File: src/design/base64_stream_decoder_assert.svh
// Assertion macros used by the top level of the base64 stream decoder.
`ifndef BASE64_STREAM_DECODER_ASSERT_SVH
`define BASE64_STREAM_DECODER_ASSERT_SVH

// Check that a condition implies another condition in the same cycle.
`define B64D_ASSERT_IMP(lbl, ante, cons) \
    lbl: assert property (@(posedge clk) disable iff (!rst_n) (ante) |-> (cons)) \
        else $error("base64 decoder check failed");

// Check that a condition implies another condition in the next cycle.
`define B64D_ASSERT_NEXT(lbl, ante, cons) \
    lbl: assert property (@(posedge clk) disable iff (!rst_n) (ante) |=> (cons)) \
        else $error("base64 decoder check failed");

`endif

File: src/design/b64d_pkg.sv
// Types, constants and helper functions of the base64 stream decoder.
package b64d_pkg;

    localparam logic [7:0] ALPHA_LOW  = 8'd43;
    localparam logic [7:0] ALPHA_HIGH = 8'd122;
    localparam logic [7:0] PAD_CHAR   = 8'd61;
    localparam logic [7:0] TOP2_MASK  = 8'hc0;

    // One decode job: up to three bytes, byte 0 in the low bits.
    typedef struct packed {
        logic [2:0][7:0] bytes;
        logic [1:0]      count;
    } job_t;

    // Map a character to {valid, sextet}.
    function automatic logic [6:0] char_to_sextet(input logic [7:0] c);
        logic [6:0] r;
        r = 7'd0;
        if (c < ALPHA_LOW || c > ALPHA_HIGH || c == PAD_CHAR) begin
            r = 7'd0;
        end else if (c >= 8'h41 && c <= 8'h5a) begin
            r = {1'b1, 6'(c - 8'h41)};
        end else if (c >= 8'h61 && c <= 8'h7a) begin
            r = {1'b1, 6'(c - 8'h61 + 8'd26)};
        end else if (c >= 8'h30 && c <= 8'h39) begin
            r = {1'b1, 6'(c - 8'h30 + 8'd52)};
        end else if (c == 8'h2b) begin
            r = {1'b1, 6'd62};
        end else if (c == 8'h2f) begin
            r = {1'b1, 6'd63};
        end
        return r;
    endfunction

    // Pack four sextets into three bytes.
    function automatic logic [2:0][7:0] decode_group(input logic [5:0] s0,
                                                     input logic [5:0] s1,
                                                     input logic [5:0] s2,
                                                     input logic [5:0] s3);
        logic [2:0][7:0] b;
        b[0] = {s0, s1[5:4]};
        b[1] = {s1[3:0], s2[5:2]};
        b[2] = ({s2[1:0], 6'd0} & TOP2_MASK) | {2'b00, s3};
        return b;
    endfunction

endpackage

File: src/design/base64_stream_decoder.sv
// Top level of the streaming base64 decoder.

// Streaming base64 decoder. Each input beat carries one character of
// encoded text in s_tdata; characters outside the standard alphabet
// ('+' and '/' for 62 and 63), '=' included, are skipped. Four sextets
// give three output bytes; s_tlast on an input beat flushes a partial
// group of n sextets as n-1 bytes and clears the group. Each output beat
// carries one byte, with m_tlast on the last byte caused by one input
// character. Rate: one input beat per cycle while s_tready is high, one
// output byte per cycle while m_tready is high and a job is at hand; the
// front end classifies a character and posts its decode job in the cycle
// it is accepted; the back end takes the job from the queue into its job
// register once that is free and shows its first byte from there. A
// queue of QUEUE_DEPTH jobs decouples the two sides; s_tready drops only
// once it is full, i.e. output stalls have backed up QUEUE_DEPTH jobs.
module base64_stream_decoder #(
    parameter int QUEUE_DEPTH = 4
) (
    input  logic       clk,
    input  logic       rst_n,
    input  logic       s_tvalid,
    output logic       s_tready,
    input  logic [7:0] s_tdata,   // [7:0] in_char
    input  logic       s_tlast,   // is_final
    output logic       m_tvalid,
    input  logic       m_tready,
    output logic [7:0] m_tdata,   // [7:0] out_byte
    output logic       m_tlast    // run_last
);
    import b64d_pkg::*;

`include "base64_stream_decoder_assert.svh"

    logic       accept;
    logic       push;
    logic       pop;
    logic       q_full;
    logic       q_empty;
    job_t       push_job;
    job_t       pop_job;
    logic [6:0] in_sx;

    // Accept whenever the job queue has room for a possible job.
    assign s_tready = !q_full;
    assign accept   = s_tvalid && s_tready;
    assign in_sx    = char_to_sextet(s_tdata);

    b64d_front u_front (
        .clk      (clk),
        .rst_n    (rst_n),
        .accept   (accept),
        .in_char  (s_tdata),
        .is_final (s_tlast),
        .push     (push),
        .job      (push_job)
    );

    b64d_queue #(
        .DEPTH (QUEUE_DEPTH)
    ) u_queue (
        .clk      (clk),
        .rst_n    (rst_n),
        .push     (push),
        .push_job (push_job),
        .pop      (pop),
        .pop_job  (pop_job),
        .full     (q_full),
        .empty    (q_empty)
    );

    b64d_back u_back (
        .clk      (clk),
        .rst_n    (rst_n),
        .q_empty  (q_empty),
        .q_job    (pop_job),
        .pop      (pop),
        .m_tvalid (m_tvalid),
        .m_tready (m_tready),
        .m_tdata  (m_tdata),
        .m_tlast  (m_tlast)
    );

    // A job is posted only for an accepted beat and never into a full queue.
    `B64D_ASSERT_IMP(a_push_has_room, push, accept && !q_full)
    // Every posted job carries at least one byte.
    `B64D_ASSERT_IMP(a_job_nonempty, push, push_job.count != 2'd0)
    // A skipped character without end of input posts nothing.
    `B64D_ASSERT_IMP(a_skip_no_job, accept && !s_tlast && !in_sx[6], !push)
    // A job taken from the queue shows up on the output in the next cycle.
    `B64D_ASSERT_NEXT(a_pop_shows, pop, m_tvalid)

endmodule

File: src/design/b64d_front.sv
// Front end: classify characters, collect sextets, post decode jobs.
module b64d_front (
    input  logic          clk,
    input  logic          rst_n,
    input  logic          accept,
    input  logic [7:0]    in_char,
    input  logic          is_final,
    output logic          push,
    output b64d_pkg::job_t job
);
    import b64d_pkg::*;

    logic [2:0][5:0] buf_reg, buf_next, buf_upd;
    logic [1:0]      cnt_reg, cnt_next, cnt_mid;
    logic [6:0]      sx;
    logic            full_grp;

    assign sx = char_to_sextet(in_char);

    always_comb
    begin
        buf_upd  = buf_reg;
        cnt_mid  = cnt_reg;
        full_grp = 1'b0;
        if (sx[6]) begin
            case (cnt_reg)
                2'd0: buf_upd[0] = sx[5:0];
                2'd1: buf_upd[1] = sx[5:0];
                2'd2: buf_upd[2] = sx[5:0];
                default: full_grp = 1'b1;
            endcase
            cnt_mid = full_grp ? 2'd0 : cnt_reg + 2'd1;
        end

        push      = 1'b0;
        job.bytes = decode_group(buf_reg[0], buf_reg[1], buf_reg[2], sx[5:0]);
        job.count = 2'd3;
        if (full_grp) begin
            push = accept;
        end else if (is_final && cnt_mid >= 2'd2) begin
            push      = accept;
            job.bytes = decode_group(buf_upd[0], buf_upd[1],
                                     (cnt_mid == 2'd3) ? buf_upd[2] : 6'd0, 6'd0);
            job.count = cnt_mid - 2'd1;
        end

        buf_next = accept ? buf_upd : buf_reg;
        cnt_next = accept ? (is_final ? 2'd0 : cnt_mid) : cnt_reg;
    end

    always_ff @(posedge clk or negedge rst_n)
    begin
        if (!rst_n) begin
            buf_reg <= '0;
            cnt_reg <= 2'd0;
        end else begin
            buf_reg <= buf_next;
            cnt_reg <= cnt_next;
        end
    end

endmodule

File: src/design/b64d_queue.sv
// Job queue between the front end and the byte emitter.
module b64d_queue #(
    parameter int DEPTH = 4
) (
    input  logic           clk,
    input  logic           rst_n,
    input  logic           push,
    input  b64d_pkg::job_t push_job,
    input  logic           pop,
    output b64d_pkg::job_t pop_job,
    output logic           full,
    output logic           empty
);
    import b64d_pkg::*;

    localparam int AW = (DEPTH > 1) ? $clog2(DEPTH) : 1;
    localparam int CW = $clog2(DEPTH + 1);

    job_t            mem [DEPTH];
    logic [AW-1:0]   wr_reg, wr_next, rd_reg, rd_next;
    logic [CW-1:0]   cnt_reg, cnt_next;

    assign full    = (cnt_reg == CW'(DEPTH));
    assign empty   = (cnt_reg == '0);
    assign pop_job = mem[rd_reg];

    always_comb
    begin
        wr_next  = wr_reg;
        rd_next  = rd_reg;
        cnt_next = cnt_reg;
        if (push) begin
            wr_next = (wr_reg == AW'(DEPTH - 1)) ? '0 : wr_reg + AW'(1);
        end
        if (pop) begin
            rd_next = (rd_reg == AW'(DEPTH - 1)) ? '0 : rd_reg + AW'(1);
        end
        if (push && !pop) begin
            cnt_next = cnt_reg + CW'(1);
        end else if (pop && !push) begin
            cnt_next = cnt_reg - CW'(1);
        end
    end

    always_ff @(posedge clk)
    begin
        if (push) begin
            mem[wr_reg] <= push_job;
        end
    end

    always_ff @(posedge clk or negedge rst_n)
    begin
        if (!rst_n) begin
            wr_reg  <= '0;
            rd_reg  <= '0;
            cnt_reg <= '0;
        end else begin
            wr_reg  <= wr_next;
            rd_reg  <= rd_next;
            cnt_reg <= cnt_next;
        end
    end

endmodule

File: src/design/b64d_back.sv
// Back end: take jobs from the queue and emit their bytes one beat at a time.
module b64d_back (
    input  logic           clk,
    input  logic           rst_n,
    input  logic           q_empty,
    input  b64d_pkg::job_t q_job,
    output logic           pop,
    output logic           m_tvalid,
    input  logic           m_tready,
    output logic [7:0]     m_tdata,
    output logic           m_tlast
);
    import b64d_pkg::*;

    job_t       job_reg, job_next;
    logic       valid_reg, valid_next;
    logic [1:0] idx_reg, idx_next;
    logic       done;

    assign m_tvalid = valid_reg;
    assign m_tlast  = (idx_reg == job_reg.count - 2'd1);
    assign done     = valid_reg && m_tready && m_tlast;
    assign pop      = !q_empty && (!valid_reg || done);

    always_comb
    begin
        case (idx_reg)
            2'd0:    m_tdata = job_reg.bytes[0];
            2'd1:    m_tdata = job_reg.bytes[1];
            default: m_tdata = job_reg.bytes[2];
        endcase

        job_next   = job_reg;
        valid_next = valid_reg;
        idx_next   = idx_reg;
        if (pop) begin
            job_next   = q_job;
            valid_next = 1'b1;
            idx_next   = 2'd0;
        end else if (done) begin
            valid_next = 1'b0;
        end else if (valid_reg && m_tready) begin
            idx_next = idx_reg + 2'd1;
        end
    end

    always_ff @(posedge clk)
    begin
        job_reg <= job_next;
    end

    always_ff @(posedge clk or negedge rst_n)
    begin
        if (!rst_n) begin
            valid_reg <= 1'b0;
            idx_reg   <= 2'd0;
        end else begin
            valid_reg <= valid_next;
            idx_reg   <= idx_next;
        end
    end

endmodule

File: config.mk
export PLATFORM = sky130hd
export DESIGN_NAME = base64_stream_decoder
export DESIGN_NICKNAME = d
export VERILOG_FILES = /design/src/design/b64d_pkg.sv /design/src/design/base64_stream_decoder.sv /design/src/design/b64d_front.sv /design/src/design/b64d_queue.sv /design/src/design/b64d_back.sv
export VERILOG_INCLUDE_DIRS = /design/src /design/src/design
export SDC_FILE = /design/constraint.sdc
export NUM_CORES = 1
export LEC_CHECK = 0
export CAP_MARGIN = 0
export CORE_ASPECT_RATIO = 1.75
export CORE_MARGIN = 5
export CORE_UTILIZATION = 29
export DETAILED_ROUTE_END_ITERATION = 12
export DONT_BUFFER_PORTS = 1
export PLACE_DENSITY = 0.54
export SETUP_SLACK_MARGIN = 0.3
export SLEW_MARGIN = 20
export SYNTH_ARGS = -nofsm -noshare
export SYNTH_HDL_FRONTEND = slang
export SYNTH_HIERARCHICAL = 1
export SYNTH_SLANG_ARGS = --single-unit
File: constraint.sdc
create_clock -name clk -period 4.7 [get_ports clk]
set_input_delay 1.41 -clock clk [delete_from_list [all_inputs] [get_ports clk]]
set_output_delay 1.41 -clock clk [all_outputs]
set_load 0.005 [all_outputs]
Word level (Yosys, flattened, before mapping)
Memories as Yosys holds them, arrays and structs flattened. A register that Yosys moved wholly into a read port is not among the register bits.
Cells that the tools add are included.
{"block": "totals", "register_bits": 30, "wordCells": 104, "mem_count": 1, "output_inout_bits": 11, "ramBits": 104}
{"block": "op_classes", "order_cmp": 9, "n_eq_ne": 12, "n_addsub": 13, "reduce_logical": 26, "muxes": 33, "bitwise": 1}
{"name": "u_queue.mem", "depth": 4, "width": 26, "read_ports": 1, "rd_clocked_by_memory_dff": 1, "wr": 1, "line": "b64d_queue.sv:19", "rtl": "job_t mem [DEPTH];"}
{"cell": "$mux 26", "count": 2}
{"cell": "$mux 7", "count": 6}
{"cell": "$eq 8x6->1 const B", "count": 3}
{"cell": "$mux 6", "count": 4}
{"cell": "$mux 18", "count": 1}
{"cell": "$ge 8x7->1 const B", "count": 2}
{"cell": "$le 8x7->1 const B", "count": 2}
{"cell": "$mux 2", "count": 8}
{"cell": "$pmux 8 s2", "count": 1}
{"cell": "$sub 6x6->6 const B", "count": 2}
{"cell": "$logic_and 1x1->1", "count": 10}
{"cell": "$mux 1", "count": 9}
{"cell": "$add 2x1->2 const B", "count": 4}
{"cell": "$eq 2x2->1 const B", "count": 4}
{"cell": "$ge 8x6->1 const B", "count": 1}
{"cell": "$gt 8x7->1 const B", "count": 1}
{"cell": "$le 8x6->1 const B", "count": 1}
{"cell": "$lt 8x6->1 const B", "count": 1}
{"cell": "$or 8x6->8", "count": 1}
{"cell": "$add 6x5->6 const B", "count": 1}
{"cell": "$add 6x6->6 const B", "count": 1}
{"cell": "$mux 3", "count": 2}
{"cell": "$reduce_bool 2->1", "count": 3}
{"cell": "$sub 6x1->6 const B", "count": 1}
{"cell": "14 further kinds", "count": 23}

Depth between registers and ports, before layout
Gate-level depths: netlist of the first run.
{"block": "depth", "depth_word": 18, "ltp_mapped": 20}

Cells and area by module
Netlist of the first run, hierarchy kept.
{"mod": "b64d_queue", "n_inst": 1, "seq_area_each_um2": 3298.2, "cells_per_inst": 173, "area_each_um2": 4217.8}
{"mod": "b64d_front", "n_inst": 1, "seq_area_each_um2": 500.5, "cells_per_inst": 211, "area_each_um2": 1956.9}
{"mod": "b64d_back", "n_inst": 1, "seq_area_each_um2": 855.8, "cells_per_inst": 78, "area_each_um2": 1137.3}
{"mod": "base64_stream_decoder", "n_inst": 1, "seq_area_each_um2": 0.0, "cells_per_inst": 2, "area_each_um2": 10.0}

Least setup slack after synthesis of the first run
Ideal clock, no wire load.
{"block": "synth_path", "path_kind": "in2reg", "startpoint": "input s_tdata[2]", "endpoint": "memory u_queue/mem[1][0] in the netlist's numbering (enable)", "arrival_ns": 4.867, "path_slack_ns": -0.552, "cell_stages": 15, "cell_sequence": "clkbuf_1 inv_1 ha_1 buf_2 nand2b_1 a211oi_1 or4_1 buf_6 a21oi_4 mux2_2 inv_1 ha_1 a21oi_1 o32ai_1 and2_1"}
{"block": "synth_between", "elab_chain_cells": 14, "word_cells_on_any_way": 30, "cone_classes": "9 x order compare; 3 x eq/ne; 12 x mux; 6 x reduce/logical"}
{"element": "start: declaration", "line": "base64_stream_decoder.sv:23", "rtl": "input logic [7:0] s_tdata,"}
{"element": "parallel branches: the longest is 6 deep, another holds $ge 8x6->1"}
{"element": "$mux 7 (*)", "line": "b64d_pkg.sv:19", "rtl": "if (c < ALPHA_LOW || c > ALPHA_HIGH || c == PAD_CHAR) begin"}
{"element": "$mux 2", "line": "b64d_front.sv:25", "rtl": "if (sx[6]) begin"}
{"element": "$ge 2x2->1", "line": "b64d_front.sv:40", "rtl": "end else if (is_final && cnt_mid >= 2'd2) begin"}
{"element": "$logic_and 1x1->1", "line": "b64d_front.sv:40"}
{"element": "$mux 1", "line": "b64d_front.sv:40"}
{"element": "$mux 1 (*)", "line": "b64d_front.sv:38", "rtl": "if (full_grp) begin"}
{"element": "net push", "line": "base64_stream_decoder.sv:35", "rtl": "logic push;"}
{"element": "$mux 1 (*)", "line": "b64d_queue.sv:47", "rtl": "if (push) begin"}
{"element": "$mux 1 (implied by the code) (*)", "line": "b64d_queue.sv:48", "rtl": "mem[wr_reg] <= push_job;"}
{"element": "end: declaration", "line": "b64d_queue.sv:19"}
Mark *: on every way through the listed nets, which the timed path passes.

Final worst setup path of the first run
{"block": "layout_path", "startpoint": "input s_tdata[2]", "endpoint": "register u_queue.cnt_reg[2]"}
{"block": "layout_between", "elab_chain_cells": 15, "word_cells_on_any_way": 33, "cone_classes": "9 x order compare; 3 x eq/ne; 11 x mux; 10 x reduce/logical"}
{"element": "parallel branches: the longest is 6 deep, another holds $ge 8x6->1"}
{"element": "$mux 7 (*)", "line": "b64d_pkg.sv:19"}
{"element": "$mux 2", "line": "b64d_front.sv:25"}
{"element": "$ge 2x2->1", "line": "b64d_front.sv:40"}
{"element": "$logic_and 1x1->1", "line": "b64d_front.sv:40"}
{"element": "$mux 1", "line": "b64d_front.sv:40"}
{"element": "$mux 1 (*)", "line": "b64d_front.sv:38"}
{"element": "net push", "line": "base64_stream_decoder.sv:35"}
{"element": "$logic_not 1->1", "line": "b64d_queue.sv:40", "rtl": "end else if (pop && !push) begin"}
{"element": "$logic_and 1x1->1", "line": "b64d_queue.sv:40"}
{"element": "$reduce_bool 2->1 (no source line)"}
{"element": "end signal: assignment", "line": "b64d_queue.sv:61", "rtl": "cnt_reg <= cnt_next;"}
{"element": "end: declaration", "line": "b64d_queue.sv:21", "rtl": "logic [CW-1:0] cnt_reg, cnt_next;"}
Marked as above.
A chain may end at the register's enable or synchronous reset.

==> reports/results.ini, run 1 <==
[sta]
rsz0062_at_grt = false
slew_headroom_pct = 56.1
tightest_slew_ns = 0.649
whs_ns = 0.487
fmax_mhz = 237
clock_skew_ns = 0.0104
hold_viol_final = 0
min_period_ns = 4.22
fin_crit_sh_pct = 89.9
final-max-slew-violation-count = 0
setup-violations-final = 0

[cts]
clockBufferDepth = 2
clock_latency_ns = 0.42
cts_buffers = 17
htreeDepth = 4
ctsHoldBuffers = 0
clock-sinks = 160
cts_tree = done
cts.clk_slew.worst_paths_ns = 0.06
cts_root_buf = clkbuf_16

[place]
port_buffers = 0
place.gp.congestion = 0.842
dp_hpwl_um = 10400

[floorplan]
die_h_um = 220
die_area_um2 = 28700
boundaryPins = 24
start_util_pct = 29.2
coreArea_um2 = 25000
die_w_um = 130
rows = 77

[grt]
grt_first_pass_wirelength_um = 23800
grt_overflow = 0
grt_pass1_vias = 4310
grt_max_degree = 31
antenna_found_initial = 0
grt_use_total_pct = 11.0

[routing]
vias = 3934
routed_wl_um = 14700
drc = 0
via_per_inst = 4.80
dr.pass1.iters = 4
detail_route.wl_per_cell_um = 17.9
drt.antenna.violating_nets = 0
drt_iter0_drc = 160

[synthesis]
ys_warn_count = 6
synth_xor_area_share_pct = 1.08
synth-edff-count = 130
async_flop_share_pct = 18.8
synthesis.instances = 464
syn_avg_cell_area_um2 = 15.8
yosys.area_share.simple_pct = 7.21
synth_top_family_by_area = multiplexers
synth.mux.area_fraction_pct = 13.8
mappedNetlistNets = 500
yosysUniqueCellTypes = 64
ys_seq_elements = 160
synthFlopType = edfxtp_1
seq_area_frac_synth_pct = 63.6
synth_compound_area_share_pct = 7.01
synthAdderAreaFrac_pct = 4.03
netlist_area_um2 = 7320

[power_and_ir_drop]
vdd.ir_drop.worst_v = 0.000257
power_density_nw_per_um2 = 510
leakage_nw = 3.08

[finish]
area_delta_synth_final_pct = 17.0
multi_input_area_um2 = 2550
drive_gt1_share_pct = 29.8
nets = 527
antenna_cells = 0
register_area_um2 = 4650
num-fill-cells = 2380
largest_reg_flops = 104
postLayoutCoreUtil_pct = 34.2

[setup_path]
crit_type = input port to flip-flop
worstSetupStartpointType = input port
worstPathMaxFanout = 11
crit_arrival_ns = 4.57
crit_path_end_kind = flip-flop
crit_required_ns = 5.04

[run_status]
status = completed

[hold_path]
hold_path.class = flip-flop to flip-flop

[job]
cap_violations = 0

## path summary, 6_finish.rpt
path                                                      from                             end  slack (ns)  depth (start not counted)
worst max-delay path                                s_tdata[2]  u_queue/cnt_reg[2]$_DFFE_PN0P_        0.48                         16
worst min-delay path            u_queue/cnt_reg[2]$_DFFE_PN0P_  u_queue/cnt_reg[2]$_DFFE_PN0P_        0.49                          1
worst max register to register  u_front/cnt_reg[1]$_DFFE_PN0P_  u_queue/cnt_reg[2]$_DFFE_PN0P_        1.89                         13
worst min register to register  u_queue/cnt_reg[2]$_DFFE_PN0P_  u_queue/cnt_reg[2]$_DFFE_PN0P_        0.49                          1
max in group asynchronous                                rst_n  u_front/buf_reg[7]$_DFFE_PN0P_        3.93                          0
min in group asynchronous                                rst_n  u_front/buf_reg[3]$_DFFE_PN0P_        0.68                          0
## critical path: stages
cell	delay [ns]
ha_2	0.23
xor2_1	0.20
nor2_1	0.07
or4_1	0.58
a21oi_4	0.23
mux2_4	0.34
inv_2	0.07
ha_4	0.15
a21oi_4	0.04
o32ai_4	0.13
ha_2	0.26
inv_2	0.04
fa_2	0.34
xor2_1	0.17
nor2_1	0.15
xor2_1	0.15
## cells in the mapped netlist (3+ instances only)
cell | instances | share of area, %
a211oi_2 | 3 | 0.51
a21o_1 | 6 | 0.62
a21oi_1 | 10 | 0.68
a22oi_1 | 9 | 0.92
and2_1 | 11 | 0.94
and3_1 | 3 | 0.26
buf_2 | 8 | 0.55
dfrtp_1 | 30 | 10
edfxtp_1 | 130 | 53
ha_1 | 22 | 3.8
inv_1 | 28 | 1.4
mux2_2 | 34 | 5.2
mux4_1 | 8 | 2.9
mux4_2 | 18 | 5.5
nand2_1 | 33 | 1.7
nand2b_1 | 4 | 0.34
nand3_1 | 5 | 0.34
nor2_1 | 12 | 0.62
nor2b_1 | 4 | 0.34
nor3_1 | 5 | 0.34
nor3b_1 | 3 | 0.31
nor4_1 | 4 | 0.34
o21ai_0 | 10 | 0.68
o2bb2ai_1 | 5 | 0.60
or4_1 | 3 | 0.31
xnor2_1 | 6 | 0.72
xor2_1 | 3 | 0.36
## stage by stage
| stage | total power [mW] | instance area [µm²] | cells | worst slack, ns | TNS (ns) |
|---|---|---|---|---|---|
| 6_report | 4.37 | 8570 | 820 | 0.476 | 0 |
| 5_1_grt | 4.60 | 8570 | 820 | 0.313 | 0 |
| 4_1_cts | 4.44 | 8560 | 820 | 0.403 | 0 |
| 3_5_place_dp | 3.02 | 7960 | 788 | -0.0381 | -0.0987 |
| 3_3_place_gp | 2.99 | 7960 | 788 | 0.0385 | 0 |
| 2_1_floorplan | 2.75 | 7480 | 464 | -0.0211 | -0.0211 |
## what timing repair did
action                                 CTS  global route
setup endpoints to repair                0            32
endpoints found under the hold margin    0             0
buffers inserted                         0             0
gates resized for setup                  0             1
## placed cells by master (no fill, tap or decap), drive strengths merged, types with 5 or more instances in the layout
cell	n
a21o	7
a21oi	11
a22oi	9
and2	12
buf	25
clkbuf	17
dfrtp	30
edfxtp	130
ha	22
inv	39
mux2	35
mux4	26
nand2	33
nand3	7
nor2	12
nor3	6
o21ai	11
o2bb2ai	5
xnor2	6
## where the power goes
part / leakage, nW / internal (mW) / switching [mW] / total [mW]
Sequential: 1.60 / 1.79 / 0.0863 / 1.87
Combinational: 1.18 / 0.487 / 0.595 / 1.08
Clock: 0.295 / 0.810 / 0.601 / 1.41
Total: 3.08 / 3.08 / 1.28 / 4.37
## cell type report
cell class | count | share of cell area (%)
sequential | 160 | 54.3
multi-input combinational | 258 | 29.8
clock buffer | 17 | 4.97
tap | 316 | 4.62
timing repair buffer | 25 | 2.77
clock inverter | 15 | 2.15
inverter | 29 | 1.37
## metal layers
metal | up-vias | GRT usage [%] | wire length, µm
li1 | 1843 | - | -
met1 | 2009 | 11.8 | 5700
met2 | 62 | 20.3 | 8250
met3 | 20 | 2.22 | 386
met4 | 0 | 5.06 | 337
met5 | - | 0 | 0
## cells by family (layout without fill, tap and decap cells)
kind of cell,count (synthesis),in the layout
XOR/XNOR,9,9
AO/OA/AOI/OAI,67,67
AND/OR/NAND/NOR,98,98
adder cells (fa/ha/maj),23,23
flip-flops,160,160
buffers and inverters,46,86
multiplexers,61,61
Power figures use the tool's default switching activity.
==> run 2, diff against run 1 <==
ABC_AREA = 1   (was not set)
==> run 2 against run 1 <==
Total power is 7.0% higher. Fmax increased by 7.1%. Global-route usage increased by 0.21 points. Core utilization fell by 1.2 points. Cell count grew 42%. Non-clock buffer count down 16. Sequential share of layout area shrank 2.8 points. Critical endpoint unchanged. Largest cell class unchanged.
==> reports/results.ini, run 2 <==
[run_status]
status = completed  ; unchanged

[sta]
hold_viol_final = 0  ; unchanged
final-max-slew-violation-count = 0  ; unchanged
setup-violations-final = 0  ; unchanged
min_period_ns = 3.94  ; was 4.22 ns
tightest_slew_ns = 1.08  ; was 0.649 ns
rsz0062_at_grt = false  ; unchanged
slew_headroom_pct = 28.3  ; was 56.1%
tns_ns = 0  ; unchanged
whs_ns = 0.506  ; was 0.487 ns
fin_ws_ns = 0.757  ; was 0.476 ns
clock_skew_ns = 0.00594  ; was 0.0104 ns
fin_crit_sh_pct = 83.9  ; was 89.9%
fmax_mhz = 254  ; was 237 MHz

[grt]
grt_overflow = 0  ; unchanged
grt_max_degree = 74  ; was 31
grt_first_pass_wirelength_um = 27000  ; was 23800 µm
grt_use_total_pct = 11.2  ; was 11.0%
antenna_found_initial = 0  ; unchanged
grt_pass1_vias = 5070  ; was 4310

[power_and_ir_drop]
p_sw_mw = 1.56  ; was 1.28 mW
power_density_nw_per_um2 = 518  ; was 510 nW/µm²
total_power_mw = 4.67  ; was 4.37 mW
leakage_nw = 3.78  ; was 3.08 nW
p_comb_share_pct = 28.6  ; was 24.8%
swShare_pct = 33.4  ; was 29.4%
vdd.ir_drop.worst_v = 0.000252  ; was 0.000257 V
intPower_mw = 3.11  ; was 3.08 mW
seq_power_share_pct = 42.5  ; was 42.9%
clock_power_share_pct = 28.9  ; was 32.3%

[hold_path]
hold_path.class = flip-flop to flip-flop  ; unchanged
worstHoldPathCells = 2  ; was 1

[finish]
final_common_cell = nand2_1  ; was edfxtp_1
largest_reg_flops = 104  ; unchanged
stdcell_area_um2 = 9030  ; was 8570 µm²
area_delta_synth_final_pct = 11.9  ; was 17.0%
postLayoutCoreUtil_pct = 33.0  ; was 34.2%
nets = 822  ; was 527
finalNonFillerCells = 1168  ; was 820
num-fill-cells = 2725  ; was 2380
antenna_cells = 0  ; unchanged
layout_common_cells = 252 x nand2_1, 130 x edfxtp_1, 102 x inv_1  ; was 130 x edfxtp_1, 33 x nand2_1, 33 x mux2_2
drive_gt1_share_pct = 13.6  ; was 29.8%

[synthesis]
synth_top_family_by_area = simple AND/OR/NAND/NOR gates  ; was multiplexers
synth-edff-count = 130  ; unchanged
synth.mux.area_fraction_pct = 0  ; was 13.8%
seq_area_frac_synth_pct = 57.7  ; was 63.6%
netlist_area_um2 = 8070  ; was 7320 µm²
yosys.area_share.simple_pct = 18.6  ; was 7.21%
synthFlopType = edfxtp_1  ; unchanged
synthAdderAreaFrac_pct = 3.66  ; was 4.03%
ys_warn_count = 6  ; unchanged
synth_top_area_share_pct = 48.4  ; was 53.3%
syn_avg_cell_area_um2 = 10.3  ; was 15.8 µm²
yosys.area.top_type = edfxtp_1  ; unchanged
synthTopCellsByArea = edfxtp_1 48%, nand2_1 12%, dfrtp_1 9.3%, inv_1 4.8%, o211ai_2 4.7%  ; was edfxtp_1 53%, dfrtp_1 10%, mux4_2 5.5%, mux2_2 5.2%, ha_1 3.8%
synth_xor_area_share_pct = 0.760  ; was 1.08%
ys_seq_elements = 160  ; unchanged
async_flop_share_pct = 18.8  ; unchanged
synth_compound_area_share_pct = 11.4  ; was 7.01%
synthesis.instances = 786  ; was 464
mappedNetlistNets = 822  ; was 500
yosysMostFrequentCell = nand2_1  ; was edfxtp_1
yosys-top-cells-count = 252 x nand2_1, 130 x edfxtp_1, 103 x inv_1  ; was 130 x edfxtp_1, 34 x mux2_2, 33 x nand2_1
yosysUniqueCellTypes = 40  ; was 64

[routing]
drt_iter0_drc = 358  ; was 160
routed_wl_um = 16600  ; was 14700 µm
vias = 5121  ; was 3934
drc = 0  ; unchanged
drt.antenna.violating_nets = 0  ; unchanged
via_per_inst = 4.38  ; was 4.80
detail_route.wl_per_cell_um = 14.2  ; was 17.9 µm
dr.pass1.iters = 5  ; was 4

[setup_path]
cp_slowest_cell = fa_1  ; was or4_1
crit_arrival_ns = 4.26  ; was 4.57 ns
crit_required_ns = 5.01  ; was 5.04 ns
path_cells = inv_1 > ha_1 > nand2_1 > nor2_4 > nand2_1 > nand2_1 > nor2_2 > nor2_4 > nand2_4 > nand3_2 > and2_1 > inv_1 > ha_1 > inv_1 > nand3_2 > nand2_2 > a21oi_2 > ha_1 > inv_1 > fa_1 > nand2_1 > nand3_1 > nand2_1 > nand2_1  ; was ha_2 > xor2_1 > nor2_1 > or4_1 > a21oi_4 > mux2_4 > inv_2 > ha_4 > a21oi_4 > o32ai_4 > ha_2 > inv_2 > fa_2 > xor2_1 > nor2_1 > xor2_1
worstPathMaxFanout = 7  ; was 11
rrSetupSlack_ns = 1.96  ; was 1.89 ns
reg2reg_depth = 17  ; was 13
crit_type = input port to flip-flop  ; unchanged
cp_common_cell = nand2_1  ; was xor2_1
critical-path-max-stage-delay_ns = 0.38  ; was 0.58 ns
path_delay_family = simple AND/OR/NAND/NOR gates  ; was adder cells
critPathBufInv = 4  ; was 2
worstSetupStartpointType = input port  ; unchanged
critical_path_cell_count = 24  ; was 16
crit_path_end_kind = flip-flop  ; unchanged

[cts]
cts_resized = 0  ; unchanged
clock-sinks = 160  ; unchanged
clock_latency_ns = 0.42  ; about the same
cts_root_buf = clkbuf_16  ; unchanged
cts_tree = done  ; unchanged
clockBufferDepth = 2  ; unchanged
post_cts_buffers = 0  ; unchanged
cts.clk_slew.worst_paths_ns = 0.06  ; about the same
cts_buffers = 17  ; unchanged
htreeDepth = 4  ; unchanged
ctsHoldBuffers = 0  ; unchanged

[floorplan]
die_area_um2 = 31400  ; was 28700 µm²
start_util_pct = 29.5  ; was 29.2%
boundaryPins = 24  ; unchanged
coreArea_um2 = 27300  ; was 25000 µm²
die_w_um = 136  ; was 130 µm
rows = 80  ; was 77
die_h_um = 231  ; was 220 µm

[job]
cap_violations = 0  ; unchanged

[place]
dp_hpwl_um = 11800  ; was 10400 µm
dp.cells = 1136  ; was 788
preCtsSetupSlack_ns = 0.318  ; was -0.0381 ns
place.gp.congestion = 0.857  ; was 0.842
dpl_cell_area_um2 = 8450  ; was 7960 µm²
port_buffers = 0  ; unchanged

[run 2: cell count changes after synthesis, moves of 8 or more]
cell,change
inv_1,+75
and2_1,-10
buf_6,+10
o211ai_1,+23
nand3_1,+33
nand2_1,+219
o21ai_1,+10
nand2_2,+12
mux2_2,-34
mux4_1,-8
mux4_2,-18
o211ai_2,+30
[run 2: routing by layer]
| metal | wire [µm] | track usage, % |
|---|---|---|
| met4 | 374 | 5.01 |
| met5 | 0 | 0 |
| met1 | 6810 | 12.4 |
| met3 | 418 | 2.05 |
| met2 | 8990 | 20.5 |
[run 2: path summary, 6_finish.rpt]
kind                                                  from                               to
hold / removal             u_front/buf_reg[11]$_DFFE_PN0P_  u_front/buf_reg[11]$_DFFE_PN0P_
min in group asynchronous                            rst_n   u_queue/cnt_reg[0]$_DFFE_PN0P_
setup reg to reg            u_front/cnt_reg[1]$_DFFE_PN0P_   u_queue/cnt_reg[2]$_DFFE_PN0P_
max in group asynchronous                            rst_n   u_front/buf_reg[1]$_DFFE_PN0P_
setup / recovery                                s_tdata[0]   u_queue/cnt_reg[2]$_DFFE_PN0P_
hold reg to reg            u_front/buf_reg[11]$_DFFE_PN0P_  u_front/buf_reg[11]$_DFFE_PN0P_
[run 2: worst reg2reg max path, delay by kind of cell, from the launching register on]
family	cells	cell delay (ns)
compound gates	1	0.18
fa+ha+maj	4	1.02
buf+inv	4	0.30
flops	1	0.42
simple gates	8	0.73
[run 2: power by group through the flow]
stage               logic [mW]  registers (mW)  clock network (mW)
finish                    1.34            1.98                1.35
global route              1.55            2.01                1.45
CTS                       1.38            1.99                1.39
detailed placement        1.37            2.01                   0
global placement          1.36            2.01                   0
floorplan                 1.11            1.98                   0
[run 2: layout make-up]
| class | count | area (µm²) | share of cell area [%] |
|---|---|---|---|
| Tap cell | 369 | 462 | 5.12 |
| Sequential cell | 160 | 4650 | 51.6 |
| Clock inverter | 12 | 143 | 1.58 |
| Clock buffer | 20 | 437 | 4.84 |
| Multi-Input combinational cell | 487 | 2790 | 30.9 |
| Inverter | 111 | 427 | 4.73 |
| Timing Repair Buffer | 9 | 118 | 1.30 |
[run 2: cells by family after synthesis]
family | after synthesis
buffers and inverters | 139
DFF | 160
AOI/OAI and AO/OA | 116
xor gates and xnor gates | 7
adders and majority gates | 23
and+or+nand+nor | 341
